===== src/sv/stk_pkg.sv =====
// stk_pkg: shared types, token and error codes, and character-class helpers
// for the source tokenizer; no dependencies
package stk_pkg;

    localparam int LINE_WIDTH_DEF   = 16;
    localparam int LENGTH_WIDTH_DEF = 12;
    localparam int KW_CHARS         = 6;
    localparam int KW_IDX_W         = $clog2(KW_CHARS);

    // token kinds
    localparam logic [5:0] K_IF     = 6'd4;
    localparam logic [5:0] K_INT    = 6'd0;
    localparam logic [5:0] K_REALKW = 6'd1;
    localparam logic [5:0] K_CHARKW = 6'd2;
    localparam logic [5:0] K_BOOLKW = 6'd3;
    localparam logic [5:0] K_ELSE   = 6'd5;
    localparam logic [5:0] K_BEGIN  = 6'd6;
    localparam logic [5:0] K_ENDKW  = 6'd7;
    localparam logic [5:0] K_WHILE  = 6'd8;
    localparam logic [5:0] K_RETURN = 6'd9;
    localparam logic [5:0] K_PLUS   = 6'd10;
    localparam logic [5:0] K_MINUS  = 6'd11;
    localparam logic [5:0] K_SLASH  = 6'd12;
    localparam logic [5:0] K_STAR   = 6'd13;
    localparam logic [5:0] K_CARET  = 6'd14;
    localparam logic [5:0] K_PCT    = 6'd15;
    localparam logic [5:0] K_AMP    = 6'd16;
    localparam logic [5:0] K_BAR    = 6'd17;
    localparam logic [5:0] K_BANG   = 6'd18;
    localparam logic [5:0] K_LBRK   = 6'd19;
    localparam logic [5:0] K_RBRK   = 6'd20;
    localparam logic [5:0] K_LPAR   = 6'd21;
    localparam logic [5:0] K_RPAR   = 6'd22;
    localparam logic [5:0] K_LT     = 6'd23;
    localparam logic [5:0] K_GT     = 6'd24;
    localparam logic [5:0] K_LE     = 6'd25;
    localparam logic [5:0] K_GE     = 6'd26;
    localparam logic [5:0] K_EQEQ   = 6'd27;
    localparam logic [5:0] K_NE     = 6'd28;
    localparam logic [5:0] K_ASSIGN = 6'd29;
    localparam logic [5:0] K_COLON  = 6'd30;
    localparam logic [5:0] K_SEMI   = 6'd31;
    localparam logic [5:0] K_COMMA  = 6'd32;
    localparam logic [5:0] K_IDENT  = 6'd33;
    localparam logic [5:0] K_INTLIT = 6'd34;
    localparam logic [5:0] K_REAL   = 6'd35;
    localparam logic [5:0] K_CHAR   = 6'd36;
    localparam logic [5:0] K_BOOL   = 6'd37;
    localparam logic [5:0] K_END    = 6'd38;
    localparam logic [5:0] K_ERROR  = 6'd39;

    // error codes
    localparam logic [2:0] E_NONE    = 3'd0;
    localparam logic [2:0] E_COMMENT = 3'd1;
    localparam logic [2:0] E_DECIMAL = 3'd2;
    localparam logic [2:0] E_EQUALS  = 3'd3;
    localparam logic [2:0] E_CHARLIT = 3'd4;
    localparam logic [2:0] E_SYMBOL  = 3'd5;

    typedef enum logic [3:0] {
        ST_IDLE, ST_WORD, ST_NUMBER, ST_OPER, ST_QUOTE1, ST_QUOTE2, ST_ERROR
    } t_mode;

    typedef struct packed {
        t_mode       mode;
        logic        in_comment;
        logic [7:0]  pend_op;
        logic [1:0]  dots;
        logic [7:0]  quoted;
    } t_ctl;

    localparam t_ctl CTL_RESET = '{mode: ST_IDLE, in_comment: 1'b0, pend_op: 8'h00,
                                   dots: 2'd0, quoted: 8'h00};

    typedef struct packed {
        logic [5:0] kind;
        logic [2:0] err;
        logic [7:0] cv;
        logic       last;
    } t_tok;

    typedef logic [KW_CHARS-1:0][7:0] t_kw;

    function automatic logic is_alpha(input logic [7:0] c);
        return (c >= "a" && c <= "z") || (c >= "A" && c <= "Z");
    endfunction

    function automatic logic is_digit(input logic [7:0] c);
        return c >= "0" && c <= "9";
    endfunction

    function automatic logic [5:0] single_op(input logic [7:0] c);
        logic [5:0] k;
        case (c)
            "/":     k = K_SLASH;
            ":":     k = K_COLON;
            "<":     k = K_LT;
            default: k = K_GT;
        endcase
        return k;
    endfunction

    function automatic logic [5:0] double_op(input logic [7:0] c);
        logic [5:0] k;
        case (c)
            "/":     k = K_NE;
            "=":     k = K_EQEQ;
            ":":     k = K_ASSIGN;
            "<":     k = K_LE;
            default: k = K_GE;
        endcase
        return k;
    endfunction

    // word text is right-aligned in txt: first character is the highest used byte
    function automatic logic word_eq(input t_kw kw, input logic [2:0] len,
                                     input logic [8*KW_CHARS-1:0] txt, input int wlen);
        logic ok;
        int   idx;
        ok = (len == 3'(wlen));
        for (int j = 0; j < KW_CHARS; j++) begin
            idx = (j < wlen) ? (wlen - 1 - j) : 0;
            if (j < wlen && kw[j] != txt[8*idx +: 8]) ok = 1'b0;
        end
        return ok;
    endfunction

    function automatic logic [5:0] kw_kind(input t_kw kw, input logic [2:0] len);
        logic [5:0] k;
        k = K_IDENT;
        if      (word_eq(kw, len, "int", 3))    k = K_INT;
        else if (word_eq(kw, len, "real", 4))   k = K_REALKW;
        else if (word_eq(kw, len, "char", 4))   k = K_CHARKW;
        else if (word_eq(kw, len, "bool", 4))   k = K_BOOLKW;
        else if (word_eq(kw, len, "if", 2))     k = K_IF;
        else if (word_eq(kw, len, "else", 4))   k = K_ELSE;
        else if (word_eq(kw, len, "begin", 5))  k = K_BEGIN;
        else if (word_eq(kw, len, "end", 3))    k = K_ENDKW;
        else if (word_eq(kw, len, "while", 5))  k = K_WHILE;
        else if (word_eq(kw, len, "return", 6)) k = K_RETURN;
        else if (word_eq(kw, len, "true", 4))   k = K_BOOL;
        else if (word_eq(kw, len, "false", 5))  k = K_BOOL;
        return k;
    endfunction

endpackage


===== src/sv/stk_if.sv =====
// stk_if: valid/ready channel interfaces for the tokenizer input bytes and
// output tokens; depends on stk_pkg for the default widths
interface stk_in_if;
    logic       valid;
    logic       ready;
    logic [7:0] char_byte;
    logic       end_of_input;

    modport source(output valid, char_byte, end_of_input, input ready);
    modport sink(input valid, char_byte, end_of_input, output ready);
endinterface

interface stk_out_if #(
    parameter int LINE_W = stk_pkg::LINE_WIDTH_DEF,
    parameter int LEN_W  = stk_pkg::LENGTH_WIDTH_DEF
);
    logic              valid;
    logic              ready;
    logic [5:0]        token_kind;
    logic [2:0]        error_code;
    logic [LINE_W-1:0] line_no;
    logic [LEN_W-1:0]  lexeme_length;
    logic [7:0]        char_value;
    logic              last_of_run;

    modport source(output valid, token_kind, error_code, line_no, lexeme_length,
                   char_value, last_of_run, input ready);
    modport sink(input valid, token_kind, error_code, line_no, lexeme_length,
                 char_value, last_of_run, output ready);
endinterface


===== src/sv/stk_step.sv =====
// stk_step: per-byte lexer next-state and token generation, pure logic
// depends on stk_pkg
module stk_step #(
    parameter int LINE_W = 16,
    parameter int LEN_W  = 12
) (
    input  stk_pkg::t_ctl                   i_ctl,
    input  stk_pkg::t_kw                    i_kw,
    input  logic [LEN_W-1:0]                i_len,
    input  logic [LINE_W-1:0]               i_line,
    input  logic [7:0]                      i_byte,
    input  logic                            i_eoi,
    output stk_pkg::t_ctl                   o_ctl,
    output logic                            o_kw_we,
    output logic [stk_pkg::KW_IDX_W-1:0]    o_kw_idx,
    output logic [LEN_W-1:0]                o_len,
    output logic [LINE_W-1:0]               o_line,
    output logic [LINE_W-1:0]               o_res_line,
    output logic                            o_push0,
    output logic                            o_push1,
    output stk_pkg::t_tok                   o_tok0,
    output stk_pkg::t_tok                   o_tok1,
    output logic [LEN_W-1:0]                o_len0,
    output logic [LEN_W-1:0]                o_len1
);
    import stk_pkg::*;

    // classification of the byte as the start of a new token
    logic             st_emit;
    logic [5:0]       st_kind;
    logic [2:0]       st_err;
    t_mode            st_mode;

    logic             av, bv;
    t_tok             atok, btok;
    logic [LEN_W-1:0] alen, blen;
    logic             do_start;
    logic [LINE_W-1:0] line_inc;
    logic [5:0]       w_kind;
    logic             w_short;
    logic [LEN_W-1:0] len_inc;

    always_comb begin
        st_emit = 1'b0;
        st_kind = K_ERROR;
        st_err  = E_NONE;
        st_mode = ST_IDLE;
        if (i_byte == " " || i_byte == 8'h0A || i_byte == 8'h09) begin
            st_mode = ST_IDLE;
        end else if (is_alpha(i_byte)) begin
            st_mode = ST_WORD;
        end else if (is_digit(i_byte)) begin
            st_mode = ST_NUMBER;
        end else if (i_byte < 8'h20 || i_byte > 8'h7E) begin
            st_mode = ST_IDLE;
        end else begin
            st_emit = 1'b1;
            case (i_byte)
                "+":  st_kind = K_PLUS;
                "-":  st_kind = K_MINUS;
                "*":  st_kind = K_STAR;
                "^":  st_kind = K_CARET;
                "%":  st_kind = K_PCT;
                "&":  st_kind = K_AMP;
                "|":  st_kind = K_BAR;
                "!":  st_kind = K_BANG;
                "[":  st_kind = K_LBRK;
                "]":  st_kind = K_RBRK;
                "(":  st_kind = K_LPAR;
                ")":  st_kind = K_RPAR;
                ";":  st_kind = K_SEMI;
                ",":  st_kind = K_COMMA;
                "/", "=", ":", "<", ">": begin
                    st_emit = 1'b0;
                    st_mode = ST_OPER;
                end
                8'h27: begin
                    st_emit = 1'b0;
                    st_mode = ST_QUOTE1;
                end
                default: begin
                    st_kind = K_ERROR;
                    st_err  = E_SYMBOL;
                    st_mode = ST_ERROR;
                end
            endcase
        end
    end

    assign line_inc = (i_byte == 8'h0A && !(&i_line)) ? i_line + LINE_W'(1) : i_line;
    assign len_inc  = (&i_len) ? i_len : i_len + LEN_W'(1);
    assign w_short  = (i_len <= LEN_W'(KW_CHARS));
    assign w_kind   = w_short ? kw_kind(i_kw, i_len[2:0]) : K_IDENT;

    always_comb begin
        o_ctl      = i_ctl;
        o_len      = i_len;
        o_line     = i_line;
        o_res_line = line_inc;
        o_kw_we    = 1'b0;
        o_kw_idx   = '0;
        av         = 1'b0;
        bv         = 1'b0;
        atok       = '0;
        btok       = '0;
        alen       = '0;
        blen       = '0;
        do_start   = 1'b0;

        if (i_eoi) begin
            o_res_line = i_line;
            if (i_ctl.mode != ST_ERROR) begin
                if (i_ctl.in_comment) begin
                    av = 1'b1;  atok.kind = K_ERROR;  atok.err = E_COMMENT;
                end else begin
                    case (i_ctl.mode)
                        ST_WORD: begin
                            av = 1'b1;  atok.kind = w_kind;  alen = i_len;
                        end
                        ST_NUMBER: begin
                            av = 1'b1;
                            if (i_ctl.dots >= 2'd2) begin
                                atok.kind = K_ERROR;  atok.err = E_DECIMAL;
                            end else begin
                                atok.kind = (i_ctl.dots != 2'd0) ? K_REAL : K_INTLIT;
                                alen = i_len;
                            end
                        end
                        ST_OPER: begin
                            av = 1'b1;
                            if (i_ctl.pend_op == "=") begin
                                atok.kind = K_ERROR;  atok.err = E_EQUALS;
                            end else begin
                                atok.kind = single_op(i_ctl.pend_op);
                                alen = LEN_W'(1);
                            end
                        end
                        ST_QUOTE1, ST_QUOTE2: begin
                            av = 1'b1;  atok.kind = K_ERROR;  atok.err = E_CHARLIT;
                        end
                        default: av = 1'b0;
                    endcase
                end
            end
            bv         = 1'b1;
            btok.kind  = K_END;
            o_ctl      = CTL_RESET;
            o_len      = '0;
            o_line     = LINE_W'(1);
        end else if (i_ctl.mode != ST_ERROR) begin
            o_line = line_inc;
            if (i_ctl.in_comment) begin
                if (i_byte == "#") o_ctl.in_comment = 1'b0;
            end else if (i_byte == "#") begin
                o_ctl.in_comment = 1'b1;
            end else begin
                case (i_ctl.mode)
                    ST_WORD: begin
                        if (is_alpha(i_byte) || is_digit(i_byte) || i_byte == "_") begin
                            o_kw_we  = (i_len < LEN_W'(KW_CHARS));
                            o_kw_idx = i_len[KW_IDX_W-1:0];
                            o_len    = len_inc;
                        end else begin
                            av = 1'b1;  atok.kind = w_kind;  alen = i_len;
                            do_start = 1'b1;
                        end
                    end
                    ST_NUMBER: begin
                        if (is_digit(i_byte) || i_byte == ".") begin
                            if (i_byte == "." && i_ctl.dots < 2'd2)
                                o_ctl.dots = i_ctl.dots + 2'd1;
                            o_len = len_inc;
                        end else if (i_ctl.dots >= 2'd2) begin
                            av = 1'b1;  atok.kind = K_ERROR;  atok.err = E_DECIMAL;
                            o_ctl.mode = ST_ERROR;
                        end else begin
                            av = 1'b1;
                            atok.kind = (i_ctl.dots != 2'd0) ? K_REAL : K_INTLIT;
                            alen = i_len;
                            do_start = 1'b1;
                        end
                    end
                    ST_OPER: begin
                        if (i_byte == "=") begin
                            av = 1'b1;  atok.kind = double_op(i_ctl.pend_op);
                            alen = LEN_W'(2);
                            o_ctl.mode = ST_IDLE;
                        end else if (i_ctl.pend_op == "=") begin
                            av = 1'b1;  atok.kind = K_ERROR;  atok.err = E_EQUALS;
                            o_ctl.mode = ST_ERROR;
                        end else begin
                            av = 1'b1;  atok.kind = single_op(i_ctl.pend_op);
                            alen = LEN_W'(1);
                            do_start = 1'b1;
                        end
                    end
                    ST_QUOTE1: begin
                        o_ctl.quoted = i_byte;
                        o_ctl.mode   = ST_QUOTE2;
                    end
                    ST_QUOTE2: begin
                        av = 1'b1;
                        if (i_byte == 8'h27) begin
                            atok.kind = K_CHAR;  atok.cv = i_ctl.quoted;
                            alen = LEN_W'(3);
                            o_ctl.mode = ST_IDLE;
                        end else begin
                            atok.kind = K_ERROR;  atok.err = E_CHARLIT;
                            o_ctl.mode = ST_ERROR;
                        end
                    end
                    default: do_start = 1'b1;
                endcase
            end

            if (do_start) begin
                o_ctl.mode = st_mode;
                bv         = st_emit;
                btok.kind  = st_kind;
                btok.err   = st_err;
                blen       = (st_emit && st_err == E_NONE) ? LEN_W'(1) : '0;
                if (st_mode == ST_WORD) begin
                    o_kw_we  = 1'b1;
                    o_kw_idx = '0;
                    o_len    = LEN_W'(1);
                end
                if (st_mode == ST_NUMBER) begin
                    o_len      = LEN_W'(1);
                    o_ctl.dots = 2'd0;
                end
                if (st_mode == ST_OPER) o_ctl.pend_op = i_byte;
            end
        end

        // pack results so that a single one always lands in slot 0
        o_push0 = av | bv;
        o_push1 = av & bv;
        o_tok0  = av ? atok : btok;
        o_len0  = av ? alen : blen;
        o_tok0.last = !(av & bv);
        o_tok1  = btok;
        o_len1  = blen;
        o_tok1.last = 1'b1;
    end

endmodule


===== src/sv/stk_outq.sv =====
// stk_outq: four-entry result queue taking up to two tokens per cycle and
// delivering one on each pop; depends on stk_pkg
module stk_outq #(
    parameter int LINE_W = 16,
    parameter int LEN_W  = 12
) (
    input  logic               i_clk,
    input  logic               i_rst_n,
    input  logic               i_push0,
    input  logic               i_push1,
    input  stk_pkg::t_tok      i_tok0,
    input  stk_pkg::t_tok      i_tok1,
    input  logic [LEN_W-1:0]   i_len0,
    input  logic [LEN_W-1:0]   i_len1,
    input  logic [LINE_W-1:0]  i_line,
    output logic               o_space,
    output logic               o_valid,
    input  logic               i_pop,
    output stk_pkg::t_tok      o_tok,
    output logic [LEN_W-1:0]   o_len,
    output logic [LINE_W-1:0]  o_line
);
    import stk_pkg::*;

    t_tok              r_tok  [4];
    logic [LEN_W-1:0]  r_len  [4];
    logic [LINE_W-1:0] r_line [4];
    logic [1:0]        r_wr, r_rd;
    logic [2:0]        r_cnt;
    logic [1:0]        n_wr, n_rd;
    logic [2:0]        n_cnt;
    logic              pop;

    assign pop     = i_pop && (r_cnt != 3'd0);
    assign o_space = (r_cnt <= 3'd2);
    assign o_valid = (r_cnt != 3'd0);
    assign o_tok   = r_tok[r_rd];
    assign o_len   = r_len[r_rd];
    assign o_line  = r_line[r_rd];

    always_comb begin
        n_wr  = r_wr + {1'b0, i_push0} + {1'b0, i_push1};
        n_rd  = r_rd + {1'b0, pop};
        n_cnt = r_cnt + {2'b0, i_push0} + {2'b0, i_push1} - {2'b0, pop};
    end

    always_ff @(posedge i_clk) begin
        if (!i_rst_n) begin
            r_wr  <= '0;
            r_rd  <= '0;
            r_cnt <= '0;
        end else begin
            r_wr  <= n_wr;
            r_rd  <= n_rd;
            r_cnt <= n_cnt;
        end
    end

    always_ff @(posedge i_clk) begin
        if (i_push0) begin
            r_tok[r_wr]  <= i_tok0;
            r_len[r_wr]  <= i_len0;
            r_line[r_wr] <= i_line;
        end
        if (i_push1) begin
            r_tok[r_wr + 2'd1]  <= i_tok1;
            r_len[r_wr + 2'd1]  <= i_len1;
            r_line[r_wr + 2'd1] <= i_line;
        end
    end

    a_no_overflow: assert property (@(posedge i_clk) disable iff (!i_rst_n)
        r_cnt <= 3'd4)
        else $error("result queue overflow");

    a_pair_needs_first: assert property (@(posedge i_clk) disable iff (!i_rst_n)
        i_push1 |-> i_push0)
        else $error("second result pushed without first");

    a_count_tracks: assert property (@(posedge i_clk) disable iff (!i_rst_n)
        (i_push0 && !pop) |=> r_cnt != 3'd0)
        else $error("queue empty after push");

endmodule


===== src/sv/source_tokenizer_core.sv =====
// source_tokenizer_core: byte-serial source lexer top level
// depends on stk_pkg, stk_if, stk_step, stk_outq
//
// usage:
//   i_tok carries one source byte per transaction, or an end-of-input mark
//   (end_of_input = 1, byte ignored). o_tok carries token transactions:
//   kind, error code, line number, lexeme length, quoted byte, and
//   last_of_run on the final token caused by one input transaction.
//   each input byte gives zero, one or two tokens; end of input gives the
//   flushed pending token (if any) followed by an end token, then the
//   lexer returns to its reset state for the next stream.
//   output: a token is registered into the result queue when the byte that
//   completes it is accepted, and is shown on o_tok once earlier tokens are taken.
//   throughput: one byte per cycle while o_tok.ready is high and each byte
//   yields at most one token; the four-entry result queue has a single read
//   port, so bytes yielding two tokens fill it until i_tok.ready drops.
//   reset: i_rst_n low (synchronous) empties the queue, clears the lexer
//   state and sets the line count to one.
//   stall: while o_tok.ready is low, tokens wait in the queue; i_tok.ready
//   drops once fewer than two queue slots are free.
module source_tokenizer_core #(
    parameter int LINE_WIDTH   = stk_pkg::LINE_WIDTH_DEF,
    parameter int LENGTH_WIDTH = stk_pkg::LENGTH_WIDTH_DEF
) (
    input  logic         i_clk,
    input  logic         i_rst_n,
    stk_in_if.sink       i_tok,
    stk_out_if.source    o_tok
);
    import stk_pkg::*;

    // lexer state
    t_ctl                   r_ctl;
    t_kw                    r_kw;
    logic [LENGTH_WIDTH-1:0] r_len;
    logic [LINE_WIDTH-1:0]   r_line;

    // next state from the byte logic
    t_ctl                    n_ctl;
    logic [LENGTH_WIDTH-1:0] n_len;
    logic [LINE_WIDTH-1:0]   n_line;
    logic                    kw_we;
    logic [KW_IDX_W-1:0]     kw_idx;

    // results of the current byte
    logic                    push0, push1;
    t_tok                    tok0, tok1, q_tok;
    logic [LENGTH_WIDTH-1:0] len0, len1, q_len;
    logic [LINE_WIDTH-1:0]   res_line, q_line;
    logic                    space, in_fire;

    assign i_tok.ready = space;
    assign in_fire     = i_tok.valid && space;

    stk_step #(.LINE_W(LINE_WIDTH), .LEN_W(LENGTH_WIDTH)) u_step (
        .i_ctl      (r_ctl),
        .i_kw       (r_kw),
        .i_len      (r_len),
        .i_line     (r_line),
        .i_byte     (i_tok.char_byte),
        .i_eoi      (i_tok.end_of_input),
        .o_ctl      (n_ctl),
        .o_kw_we    (kw_we),
        .o_kw_idx   (kw_idx),
        .o_len      (n_len),
        .o_line     (n_line),
        .o_res_line (res_line),
        .o_push0    (push0),
        .o_push1    (push1),
        .o_tok0     (tok0),
        .o_tok1     (tok1),
        .o_len0     (len0),
        .o_len1     (len1)
    );

    // result queue decouples the lexer from a stalled receiver
    stk_outq #(.LINE_W(LINE_WIDTH), .LEN_W(LENGTH_WIDTH)) u_outq (
        .i_clk   (i_clk),
        .i_rst_n (i_rst_n),
        .i_push0 (in_fire && push0),
        .i_push1 (in_fire && push1),
        .i_tok0  (tok0),
        .i_tok1  (tok1),
        .i_len0  (len0),
        .i_len1  (len1),
        .i_line  (res_line),
        .o_space (space),
        .o_valid (o_tok.valid),
        .i_pop   (o_tok.ready),
        .o_tok   (q_tok),
        .o_len   (q_len),
        .o_line  (q_line)
    );

    assign o_tok.token_kind    = q_tok.kind;
    assign o_tok.error_code    = q_tok.err;
    assign o_tok.char_value    = q_tok.cv;
    assign o_tok.last_of_run   = q_tok.last;
    assign o_tok.lexeme_length = q_len;
    assign o_tok.line_no       = q_line;

    // state register, advanced once per accepted transaction
    always_ff @(posedge i_clk) begin
        if (!i_rst_n) begin
            r_ctl  <= CTL_RESET;
            r_len  <= '0;
            r_line <= LINE_WIDTH'(1);
        end else if (in_fire) begin
            r_ctl  <= n_ctl;
            r_len  <= n_len;
            r_line <= n_line;
        end
    end

    // keyword prefix bytes: only entries below the word length are compared
    always_ff @(posedge i_clk) begin
        if (in_fire && kw_we) r_kw[kw_idx] <= i_tok.char_byte;
    end

    // end of input always returns the lexer to its starting point
    a_eoi_restart: assert property (@(posedge i_clk) disable iff (!i_rst_n)
        (in_fire && i_tok.end_of_input) |=>
            (r_ctl.mode == ST_IDLE && !r_ctl.in_comment && r_line == LINE_WIDTH'(1)))
        else $error("lexer not restarted after end of input");

    // in error mode bytes are dropped, newlines included
    a_error_sticky: assert property (@(posedge i_clk) disable iff (!i_rst_n)
        (in_fire && !i_tok.end_of_input && r_ctl.mode == ST_ERROR) |=>
            (r_ctl.mode == ST_ERROR && $stable(r_line)))
        else $error("error mode left before end of input");

    // comment bodies do not disturb the scan
    a_comment_hidden: assert property (@(posedge i_clk) disable iff (!i_rst_n)
        (in_fire && !i_tok.end_of_input && r_ctl.in_comment) |=>
            $stable(r_ctl.mode) && $stable(r_len))
        else $error("comment byte changed token state");

    // an error token moves the lexer into error mode
    a_error_enters: assert property (@(posedge i_clk) disable iff (!i_rst_n)
        (in_fire && !i_tok.end_of_input && push0 && tok0.kind == K_ERROR) |=>
            r_ctl.mode == ST_ERROR)
        else $error("error token without error mode");

endmodule

===== src/flat_wrapper.sv =====
// flat-port wrapper written by rule: the top's interface ports become plain ports
module source_tokenizer_core_flat import stk_pkg::*;
#(
    parameter int LINE_WIDTH   = stk_pkg::LINE_WIDTH_DEF,
    parameter int LENGTH_WIDTH = stk_pkg::LENGTH_WIDTH_DEF
)
  (i_clk, i_rst_n, i_tok_valid, i_tok_char_byte, i_tok_end_of_input, i_tok_ready, o_tok_valid, o_tok_token_kind, o_tok_error_code, o_tok_line_no, o_tok_lexeme_length, o_tok_char_value, o_tok_last_of_run, o_tok_ready);
  stk_in_if i_tok_i ();
  stk_out_if o_tok_i ();
  input  logic i_clk;
  input  logic i_rst_n;
  input wire logic [$bits(i_tok_i.valid)-1:0] i_tok_valid;
  input wire logic [$bits(i_tok_i.char_byte)-1:0] i_tok_char_byte;
  input wire logic [$bits(i_tok_i.end_of_input)-1:0] i_tok_end_of_input;
  output wire logic [$bits(i_tok_i.ready)-1:0] i_tok_ready;
  output wire logic [$bits(o_tok_i.valid)-1:0] o_tok_valid;
  output wire logic [$bits(o_tok_i.token_kind)-1:0] o_tok_token_kind;
  output wire logic [$bits(o_tok_i.error_code)-1:0] o_tok_error_code;
  output wire logic [$bits(o_tok_i.line_no)-1:0] o_tok_line_no;
  output wire logic [$bits(o_tok_i.lexeme_length)-1:0] o_tok_lexeme_length;
  output wire logic [$bits(o_tok_i.char_value)-1:0] o_tok_char_value;
  output wire logic [$bits(o_tok_i.last_of_run)-1:0] o_tok_last_of_run;
  input wire logic [$bits(o_tok_i.ready)-1:0] o_tok_ready;
  assign i_tok_i.valid = i_tok_valid;
  assign i_tok_i.char_byte = i_tok_char_byte;
  assign i_tok_i.end_of_input = i_tok_end_of_input;
  assign i_tok_ready = i_tok_i.ready;
  assign o_tok_valid = o_tok_i.valid;
  assign o_tok_token_kind = o_tok_i.token_kind;
  assign o_tok_error_code = o_tok_i.error_code;
  assign o_tok_line_no = o_tok_i.line_no;
  assign o_tok_lexeme_length = o_tok_i.lexeme_length;
  assign o_tok_char_value = o_tok_i.char_value;
  assign o_tok_last_of_run = o_tok_i.last_of_run;
  assign o_tok_i.ready = o_tok_ready;
  source_tokenizer_core #(.LINE_WIDTH(LINE_WIDTH), .LENGTH_WIDTH(LENGTH_WIDTH)) u_core (.i_clk(i_clk), .i_rst_n(i_rst_n), .i_tok(i_tok_i), .o_tok(o_tok_i));
endmodule

===== config.mk =====
export PLATFORM = sky130hd
export DESIGN_NAME = source_tokenizer_core_flat
export DESIGN_NICKNAME = d
export VERILOG_FILES = /design/src/sv/stk_pkg.sv /design/src/sv/stk_if.sv /design/src/sv/stk_step.sv /design/src/sv/stk_outq.sv /design/src/sv/source_tokenizer_core.sv /design/src/flat_wrapper.sv
export SDC_FILE = /design/constraint.sdc
export NUM_CORES = 1
export LEC_CHECK = 0
export BUFFER_PORTS_ARGS = -buffer_cell sky130_fd_sc_hd__buf_2
export CORE_AREA = 5 5 208 210
export CTS_BUF_LIST = sky130_fd_sc_hd__clkbuf_2
export DETAILED_ROUTE_END_ITERATION = 10
export DIE_AREA = 0 0 213 215
export PLACE_DENSITY = 0.52
export SLEW_MARGIN = 5
export SYNTH_ARGS = -nofsm -noshare
export SYNTH_HDL_FRONTEND = slang
export SYNTH_SLANG_ARGS = --single-unit
export TNS_END_PERCENT = 30

===== constraint.sdc =====
create_clock -name i_clk -period 5.9 [get_ports i_clk]
set_input_delay 0.885 -clock i_clk [delete_from_list [all_inputs] [get_ports i_clk]]
set_output_delay 0.885 -clock i_clk [all_outputs]
set_load 0.01 [all_outputs]

=== Word level (Yosys, flattened, before mapping) ===
Memory sizes are Yosys's and may differ from the RTL's. A register that Yosys moved wholly into a read port is not among the register bits.
Cells that the tools add are included.
W data, S select, Z words.

* Equal/unequal tests: 86
* Bitwise operators: 2
* Add/sub/neg operators: 10
* Muxes and demuxes: 284
* Magnitude comparators: 15
* Reduce and logical (&&, ||, !) cells: 42

{| class="wikitable"
|+ Operators with widths
! cell !! count
|-
| $ne A8 B7 Y1 const B || 35
|-
| $mux W12 || 20
|-
| $eq A8 B6 Y1 const B || 23
|-
| $mux W1 || 161
|-
| $mux W6 || 19
|-
| $pmux W6 S14 || 1
|-
| $mux W16 || 4
|-
| $mux W3 || 19
|-
| $mux W9 || 6
|-
| $mux W17 || 3
|-
| $bwmux W48 || 1
|-
| $mux W8 || 6
|-
| $pmux W12 S4 || 1
|-
| $pmux W6 S4 || 2
|-
| $mux W23 || 2
|-
| $mux W4 || 11
|-
| $eq A8 B7 Y1 const B || 5
|-
| $pmux W12 S3 || 1
|-
| $mux W10 || 3
|-
| $pmux W3 S3 || 3
|-
| $mux W2 || 13
|-
| $demux W8 S3 || 1
|-
| $pmux W12 S2 || 1
|-
| $reduce_or A20 Y1 || 1
|-
| 56 further kinds || 97
|}

* Input bits: 13
* RAM bits: 184
* Memories kept: 3
* Output and inout bits: 48
* Register bits after elaboration: 106

{| class="wikitable"
|+ Memory list
! name !! depth !! width !! rd ports !! clocked after memory_dff !! write ports !! line !! RTL
|-
| u_core.u_outq.r_tok || 4 || 18 || 1 || 1 || 2 || stk_outq.sv:25 || <nowiki>t_tok r_tok [4];</nowiki>
|-
| u_core.u_outq.r_line || 4 || 16 || 1 || 1 || 2 || stk_outq.sv:27 || <nowiki>logic [LINE_W-1:0] r_line [4];</nowiki>
|-
| u_core.u_outq.r_len || 4 || 12 || 1 || 1 || 2 || stk_outq.sv:26 || <nowiki>logic [LEN_W-1:0] r_len [4];</nowiki>
|}

=== Logic depth before layout (Yosys ltp) ===
Gate-level depths: netlist (run 1).

* Depth after elaboration: 91
* Gate-level depth with buffers: 15
* Depth with buffers taken out: 14

=== Hierarchy ===
Synthesis (run 1) repeated with hierarchy kept, for this count alone.

* Cells, all modules: 1467
* Area total of the unflattened synthesis: 16502.1 um^2

{| class="wikitable"
|+ By module, submodules not included
! module !! times used !! seq. area each (um^2) !! area each (um^2) !! cells an instance
|-
| stk_outq || 1 || 5665.4 || 8455.6 || 416
|-
| stk_step || 1 || 0.0 || 4585.6 || 758
|-
| source_tokenizer_core || 1 || 2462.4 || 3460.8 || 293
|}

=== Worst setup path after synthesis (run 1) ===
No wires, ideal clock.

* Path type: in2reg
* Start point: in i_tok_char_byte[3]
* End point: reg u_core.u_outq.r_cnt[1]
* Data arrival time: 4.311 ns
* Cell stages on the path: 13
* Slack: 1.474 ns
* Buffers on the path: 1
* Cell sequence: buf_2 -> or3_1 -> o22ai_1 -> o21ai_1 -> o211a_1 -> a211oi_4 -> a21oi_1 -> or3_1 -> ha_1 -> inv_1 -> fa_1 -> fa_1 -> and2_1

* Longest elaborated chain between the ends: 19
* Elaborated cells on any way between the ends: 60
* Those cells by class: add/sub: 3; order compare: 8; eq/ne: 12; mux: 22; bitwise: 2; reduce/logical: 13

{| class="wikitable"
|+ Ends and longest elaborated chain
! element !! line !! RTL
|-
| start, declared || flat_wrapper.sv:13 || <nowiki>input wire logic [$bits(i_tok_i.char_byte)-1:0] i_tok_char_byte;</nowiki>
|-
| $ge A8 B7 Y1 or $le A8 B7 Y1 (tied branches) || stk_pkg.sv:85 || <nowiki>return (c >= "a" && c <= "z") || (c >= "A" && c <= "Z");</nowiki>
|-
| $logic_and A1 B1 Y1 || stk_pkg.sv:85 ||
|-
| $logic_or A1 B1 Y1 || stk_pkg.sv:85 ||
|-
| $logic_or A1 B1 Y1 (2 in series) || stk_step.sv:159 || <nowiki>if (is_alpha(i_byte) || is_digit(i_byte) || i_byte == "_") begin</nowiki>
|-
| $mux W1 || stk_step.sv:159 ||
|-
| $pmux W1 S4 || stk_step.sv:157 || <nowiki>case (i_ctl.mode)</nowiki>
|-
| $mux W1 || stk_step.sv:154 || <nowiki>end else if (i_byte == "#") begin</nowiki>
|-
| $mux W1 || stk_step.sv:152 || <nowiki>if (i_ctl.in_comment) begin</nowiki>
|-
| [3 not listed] || n/a ||
|-
| $mux W1 || stk_step.sv:150 || <nowiki>end else if (i_ctl.mode != ST_ERROR) begin</nowiki>
|-
| $mux W1 || stk_step.sv:110 || <nowiki>if (i_eoi) begin</nowiki>
|-
| $or A1 B1 Y1 || stk_step.sv:236 || <nowiki>o_push0 = av | bv;</nowiki>
|-
| $logic_and A1 B1 Y1 || source_tokenizer_core.sv:80 || <nowiki>.i_push0 (in_fire && push0),</nowiki>
|-
| $add A3 B1 Y3 || stk_outq.sv:44 || <nowiki>n_cnt = r_cnt + {2'b0, i_push0} + {2'b0, i_push1} - {2'b0, pop};</nowiki>
|-
| $add A3 B1 Y3 (*) || stk_outq.sv:44 ||
|-
| $sub A3 B1 Y3 (*) || stk_outq.sv:44 ||
|-
| named net u_core.u_outq.n_cnt[1] || stk_outq.sv:31 || <nowiki>logic [2:0] n_cnt;</nowiki>
|-
| end signal, assigned || stk_outq.sv:55 || <nowiki>r_cnt <= n_cnt;</nowiki>
|-
| end, declared || stk_outq.sv:29 || <nowiki>logic [2:0] r_cnt;</nowiki>
|}

Mark *: on every way through the listed nets, which the timed path passes. The rest lies on a longest branch. The select of a mux whose other input is x is not followed.
A chain may end at the register's enable or synchronous reset.

=== Final worst setup path (run 1) ===
* Start point: reg u_core.r_ctl[20] in the netlist's numbering
* End point: reg u_core.u_outq.r_cnt[2]

* Longest elaborated chain between the ends: 15
* Elaborated cells on any way between the ends: 32
* Those cells by class: add/sub: 3; eq/ne: 6; mux: 16; bitwise: 2; reduce/logical: 5

{| class="wikitable"
|+ Ends and longest elaborated chain
! element !! line !! RTL
|-
| start, declared || source_tokenizer_core.sv:33 || <nowiki>t_ctl r_ctl;</nowiki>
|-
| start signal, assigned || source_tokenizer_core.sv:109 || <nowiki>r_ctl <= n_ctl;</nowiki>
|-
| $eq A4 B3 Y1 || stk_step.sv:116, stk_step.sv:157 ||
|-
| $reduce_or A2 Y1 (no source line) || n/a ||
|-
| $pmux W1 S4 || stk_step.sv:157 ||
|-
| $mux W1 || stk_step.sv:154 ||
|-
| $mux W1 || stk_step.sv:152 ||
|-
| $mux W1 || stk_step.sv:150 ||
|-
| $mux W1 || stk_step.sv:110 ||
|-
| $mux W1 || stk_step.sv:216 || <nowiki>if (do_start) begin</nowiki>
|-
| $mux W1 || stk_step.sv:150 ||
|-
| $mux W1 || stk_step.sv:110 ||
|-
| $or A1 B1 Y1 || stk_step.sv:236 ||
|-
| $logic_and A1 B1 Y1 || source_tokenizer_core.sv:80 ||
|-
| $add A3 B1 Y3 || stk_outq.sv:44 ||
|-
| $add A3 B1 Y3 (*) || stk_outq.sv:44 ||
|-
| $sub A3 B1 Y3 (*) || stk_outq.sv:44 ||
|}

Mark *: on every way between the ends. The rest lies on a longest branch, timed or not. The select of a mux whose other input is x is not followed.

==> results of run 1 <==
registers in the layout, summed over array words and instances (netlist names):
| register | count |
|---|---|
| u_core.u_outq.r_wr | 2 |
| u_core.u_outq.r_cnt | 3 |
| u_core.u_outq.r_line | 64 |
| u_core.r_ctl | 22 |
| u_core.u_outq.r_rd | 2 |
| u_core.r_len | 12 |
| u_core.r_kw | 48 |
| u_core.u_outq.r_len | 48 |
| u_core.r_line | 16 |
| u_core.u_outq.r_tok | 72 |
power groups by stage:
stage | sequential, µW | clock [µW] | combinational (µW)
3_5_place_dp | 2440 | 0 | 1030
6_report | 2390 | 1450 | 1020
2_1_floorplan | 2330 | 0 | 728
3_3_place_gp | 2440 | 0 | 1030
5_1_grt | 2420 | 1630 | 1110
4_1_cts | 2400 | 1510 | 1030
worst reg2reg max path: cells and delay by family, from the launching register on:
kind	cells	cell delay, ps
buf+inv	1	50
simple gates	4	1330
compound gates	3	1170
flops	1	640
xor+xnor	1	140
fa+ha+maj	3	1120
cell usage after synthesis, types with 5 or more instances:
| library cell | n |
|---|---|
| nand2_1 | 190 |
| edfxtp_1 | 148 |
| dfxtp_1 | 141 |
| o22ai_1 | 119 |
| nor2_1 | 82 |
| clkbuf_1 | 79 |
| a21oi_1 | 65 |
| o21ai_0 | 50 |
| nand3_1 | 47 |
| mux4_2 | 46 |
| nand4_1 | 26 |
| nor3_1 | 25 |
| nor4_1 | 23 |
| and3_1 | 21 |
| buf_2 | 20 |
| inv_1 | 19 |
| and2_1 | 18 |
| a31oi_1 | 14 |
| nor4bb_1 | 14 |
| xnor2_1 | 13 |
| nand2b_1 | 12 |
| nor3b_1 | 12 |
| ha_1 | 11 |
| or4_1 | 9 |
| xor2_1 | 9 |
| nand3b_1 | 8 |
| nand4b_1 | 8 |
| nor2b_1 | 8 |
| o211ai_1 | 8 |
| a21o_1 | 7 |
| and3b_1 | 7 |
| buf_1 | 7 |
| o31ai_1 | 7 |
| or3_1 | 7 |
| a22o_1 | 6 |
| and4b_1 | 6 |
| a211oi_1 | 5 |
| nor4b_1 | 5 |
| o2111ai_1 | 5 |
| o2bb2ai_1 | 5 |
| o31a_1 | 5 |
| or3b_2 | 5 |
cell type report:
cell class / instances / area (µm²) / area share
flip-flops and latches: 289 / 7270 / 0.458
multi-input cells: 972 / 6580 / 0.415
well taps: 539 / 674 / 0.0425
clock buffers: 115 / 576 / 0.0363
repair buffers: 90 / 551 / 0.0347
clock inverters: 21 / 143 / 0.00898
inverters: 20 / 75.1 / 0.00473
diodes: 1 / 2.50 / 0.000158
stage by stage:
step                      utilization  hold WS (ps)  std cells  power, µW  setup WS (ps)
final                           0.384           311       2047       4860           1280
after CTS                       0.384           174       2046       4940           1320
after detailed placement        0.366           435       1910       3470            731
after global placement          0.366           430       1910       3470            775
after global routing            0.384           197       2047       5160           1090
after floorplan                     -           418       1388       3060           1470
path summary, 6_finish.rpt:
check                startpoint                      to  depth (start not counted)
min          i_tok_char_byte[2]         u_core.r_kw[26]                          1
max reg2reg    u_core.r_ctl[20]  u_core.u_outq.r_cnt[2]                         12
min reg2reg    u_core.r_ctl[13]        u_core.r_ctl[13]                          1
max            u_core.r_ctl[20]  u_core.u_outq.r_cnt[2]                         12
routing by layer:
metal / track usage / wire (µm) / vias to the layer above
li1: - / - / 5487
met1: 0.252 / 19100 / 5739
met2: 0.294 / 20200 / 394
met3: 0.0421 / 2700 / 59
met4: 0.0585 / 796 / 0
met5: 0 / 0 / -
logic make-up after synthesis:
group	after synthesis
and+or+nand+nor	543
DFF	289
muxes	50
AOI/OAI and AO/OA	343
adders and majority gates	14
buffers and inverters	127
xor gates and xnor gates	22
==> impl_metrics.json, run 1 <==
{
  "synthMuxAreaShare": 0.0757,
  "path_clk_slew_ps": 110,
  "p_leak_uw": 0.00535,
  "r2r_slack_ps": 1280,
  "critPathMaxFanout": 15,
  "cts_resized": 0,
  "dp_hpwl_um": 29400,
  "initial_utilization": 0.345,
  "fin_crit_sh": 0.783,
  "synth_top_family_by_area": "simple AND/OR/NAND/NOR gates",
  "switchingPower_uw": 1590,
  "cp_num_buf_inv": 1,
  "clockPowerShare": 0.298,
  "drt_iter0_drc": 1033,
  "drt_pass1_iterations": 7,
  "async_flop_share": 0,
  "worstPathRequired_ps": 6710,
  "die_h_um": 215,
  "htreeDepth": 3,
  "status": "completed",
  "max_stage_delay_ps": 640,
  "fin_area_um2": 15900,
  "cp_cell_sequence": "nor3b_1 -> nand4_1 -> o211a_1 -> a211oi_4 -> a21oi_1 -> or3_1 -> ha_1 -> inv_1 -> fa_1 -> fa_1 -> xor2_1 -> nor2_1",
  "cts_max_path_buffers": 3,
  "synth-simple-area-share": 0.198,
  "grt_pass1_wl_um": 66400,
  "routedWlPerCell_um": 20.9,
  "nNetsFinal": 1477,
  "synth_fa_ha_area_frac": 0.0139,
  "combPwrFrac": 0.210,
  "gp_congestion": 0.953,
  "critical_path_class": "flop to flop",
  "ys.flop_type": "edfxtp_1",
  "place_area_um2": 15200,
  "synth_edf_count": 148,
  "drive_gt1_frac": 0.190,
  "fp.dieW_um": 213,
  "synth.top_cell.area_share": 0.312,
  "grt_pass1_vias": 11413,
  "io_buffers": 60,
  "worstSetupStartpointType": "flop",
  "max-slew-margin-rel": 0.332,
  "crit_path_end_kind": "flop",
  "ys_seq_area_frac": 0.509,
  "hold_buffers": 0,
  "ys_top_cells_by_area": "edfxtp_1 31%, dfxtp_1 20%, mux4_2 7.3%",
  "synth_compound_area_frac": 0.154,
  "p_int_uw": 3260,
  "finalWirelength_um": 42800,
  "grtUsageTotal": 0.185,
  "hold_violations": 0,
  "grt-ovfl-total": 0,
  "ioPinCount": 61,
  "areaGrowthSynthToFinish_pct": 11.3,
  "slew_viol_final": 0,
  "synthDistinctLibCells": 77,
  "synth_area_um2": 14300,
  "finalClockSkew_ps": 70.3,
  "cts-root-buf": "clkbuf_2",
  "hold_path_class": "primary input to flop",
  "final_cell_mix": "190 x nand2_1, 148 x edfxtp_1, 139 x dfxtp_1",
  "cts_buffers": 77,
  "grt_max_degree": 49,
  "p_sw_frac": 0.328,
  "numClockSinks": 289,
  "fmax_mhz": 216,
  "worst_slew_pin_slew_ps": 998,
  "layout_commonest_cell": "nand2_1",
  "ys_ff_latch": 289,
  "cp.arrival_ps": 5430,
  "fillers": 4114,
  "syn_inst": 1388,
  "rows": 75,
  "yosysWarningCount": 0,
  "final.setup.tns_ps": 0,
  "dr_total_vias": 11679,
  "die_area_um2": 45800,
  "syn_nets": 1415,
  "critical-path-top-delay-family": "simple AND/OR/NAND/NOR gates",
  "synth_area_leader_cell": "edfxtp_1",
  "cts_setup_buffers": 0,
  "drc_errors": 0,
  "maxCapViolations": 0,
  "rsz0062_at_grt": "false",
  "cts_tree": "done",
  "core_um2": 41400,
  "finalSetupViolations": 0,
  "drt-vias-per-instance": 5.71,
  "insertion_delay_ps": 980,
  "pwr_density_cell_nw_per_um2": 306,
  "ir_worst_vdd_v": 0.000143,
  "min_period_ps": 4620,
  "seqPwrFrac": 0.493,
  "crit_slowest_cell": "dfxtp_1",
  "synth_xor_area_frac": 0.0135,
  "antenna_found_initial": 1,
  "syn_avg_cell_area_um2": 10.3,
  "path_common_cell": "fa_1",
  "ant_nets": 0
}
(Power assumes the default switching activity.)
==> inputs of run 2 (changes only) <==
Settings changed: PLACE_DENSITY 0.52 to 0.54.
Clock period 5.9 ns to 4.2 ns, I/O delays scaled along.
==> impl_metrics.json, run 2 (synthesized netlist as in run 1, its figures left out) <==
{
  "status": "completed",
  "areaGrowthSynthToFinish_pct": 15.2,
  "rows": 75,
  "placed_cells": 1970,
  "grt_max_degree": 48,
  "min_period_ps": 3790,
  "grt-ovfl-total": 0,
  "cts_tree": "done",
  "cts_buffers": 77,
  "initial_utilization": 0.345,
  "finalSetupViolations": 0,
  "htreeDepth": 3,
  "drt_iter0_drc": 1169,
  "die_area_um2": 45800,
  "ioPinCount": 61,
  "layout_commonest_cell": "nand2_1",
  "hold_path_class": "primary input to flop",
  "dp_hpwl_um": 30600,
  "worstSetupStartpointType": "flop",
  "hp-start": "i_tok_char_byte[3]",
  "largest_register_ffs": 72,
  "crit_path_end_kind": "flop",
  "slew_viol_final": 0,
  "r2r-start": "u_core.r_ctl[19]",
  "cp.arrival_ps": 4650,
  "insertion_delay_ps": 970,
  "dr_total_vias": 12087,
  "critPathMaxFanout": 12,
  "worstPathRequired_ps": 5060,
  "maxCapViolations": 0,
  "ant_nets": 0,
  "finalClockSkew_ps": 84.9,
  "cts_max_path_buffers": 3,
  "io_buffers": 60,
  "max-slew-margin-rel": 0.328,
  "grt_pass1_wl_um": 68000,
  "drc_errors": 0,
  "worst_slew_pin_slew_ps": 997,
  "routedWlPerCell_um": 20.8,
  "finalWirelength_um": 43900,
  "fin_cells": 2109,
  "hold_violations": 0,
  "worstRegToRegCells": 11,
  "holdPathEnd": "u_core.r_kw[27]",
  "top_regs": "u_core.u_outq.r_tok: 72 flops, u_core.u_outq.r_line: 64 flops",
  "rsz0062_at_grt": "false",
  "numClockSinks": 289,
  "reg2reg_to": "u_core.u_outq.r_cnt[1]",
  "nNetsFinal": 1538,
  "wl_met2_um": 19500,
  "drt-vias-per-instance": 5.73,
  "holdPathStages": 2,
  "ir_worst_vdd_v": 0.000246,
  "cts-root-buf": "clkbuf_2",
  "fin_crit_sh": 0.903,
  "final_cell_mix": "190 x nand2_1, 148 x edfxtp_1, 139 x dfxtp_1",
  "highest_layer": "met4",
  "cts_resized": 0,
  "fp.dieW_um": 213,
  "route.met3.wl_um": 3130,
  "drive_gt1_frac": 0.215,
  "critical_path_class": "flop to flop",
  "gp_congestion": 0.991,
  "fmax_mhz": 264,
  "drt_pass1_iterations": 6,
  "p_leak_uw": 0.00566,
  "grt_pass1_vias": 11692,
  "pwr_density_cell_nw_per_um2": 422,
  "core_um2": 41400,
  "r2r_slack_ps": 410,
  "fillers": 4091,
  "antenna_found_initial": 1,
  "die_h_um": 215,
  "path_clk_slew_ps": 130,
  "final_util": 0.397,
  "grtUsageTotal": 0.189,
  "regMostFlops": "u_core.u_outq.r_tok",
  "final.setup.tns_ps": 0,
  "wl_met1_um": 20000
}
[run 2: how the worst max path moves through the flow]
stage / from / endpoint
3_3_place_gp: i_tok_char_byte[3] / u_core.u_outq.r_cnt[2]
5_1_grt: u_core.r_ctl[19] / u_core.u_outq.r_cnt[2]
4_1_cts: u_core.r_ctl[19] / u_core.u_outq.r_cnt[2]
2_1_floorplan: i_tok_char_byte[3] / u_core.u_outq.r_cnt[1]
3_5_place_dp: i_tok_char_byte[3] / u_core.u_outq.r_cnt[2]
6_report: u_core.r_ctl[19] / u_core.u_outq.r_cnt[1]
[run 2: layout make-up]
class,instances,area [µm²],area share
inverters,20,75.1,0.00457
flip-flops and latches,289,7270,0.443
clock inverters,30,201,0.0123
repair buffers,151,1090,0.0661
well taps,539,674,0.0410
diodes,1,2.50,0.000152
multi-input cells,972,6580,0.401
clock buffers,107,536,0.0326
[run 2: repair_timing]
action	4_1_cts	5_1_grt
setup buffers	0	0
hold endpoints to repair	2	0
hold buffers	1	0
[run 2: routing by layer]
| layer | vias to the layer above | GRT usage |
|---|---|---|
| met2 | 475 | 0.278 |
| met5 | - | 0 |
| met1 | 5924 | 0.272 |
| li1 | 5620 | - |
| met3 | 68 | 0.0414 |
| met4 | 0 | 0.0715 |
[run 2: worst max-delay path, stage by stage, from the launching register on]
cell	delay [ps]
dfxtp_1	630
inv_2	60
or3_1	480
o211a_1	310
a211oi_4	290
a21oi_1	130
or3_1	420
ha_1	290
inv_1	50
fa_1	410
fa_1	460
and2_1	160
[run 2: through the flow]
| step | worst slack [ps] | power [µW] | hold WS (ps) | area, µm² |
|---|---|---|---|---|
| after global routing | 198 | 7330 | 75.5 | 16400 |
| after global placement | 79.4 | 4950 | 429 | 15700 |
| after floorplan | 29.0 | 4290 | 418 | 14300 |
| final | 408 | 6940 | 126 | 16400 |
| after CTS | 421 | 7030 | 19.0 | 16400 |
| after detailed placement | 61.3 | 4960 | 431 | 15700 |
[run 2: power breakdown]
| group | switching (µW) | total (µW) | leakage [µW] | internal (µW) |
|---|---|---|---|---|
| sequential | 192 | 3360 | 0.00250 | 3160 |
| clock | 1180 | 2050 | 0.000534 | 875 |
| combinational | 891 | 1530 | 0.00263 | 640 |
| total | 2260 | 6940 | 0.00566 | 4680 |
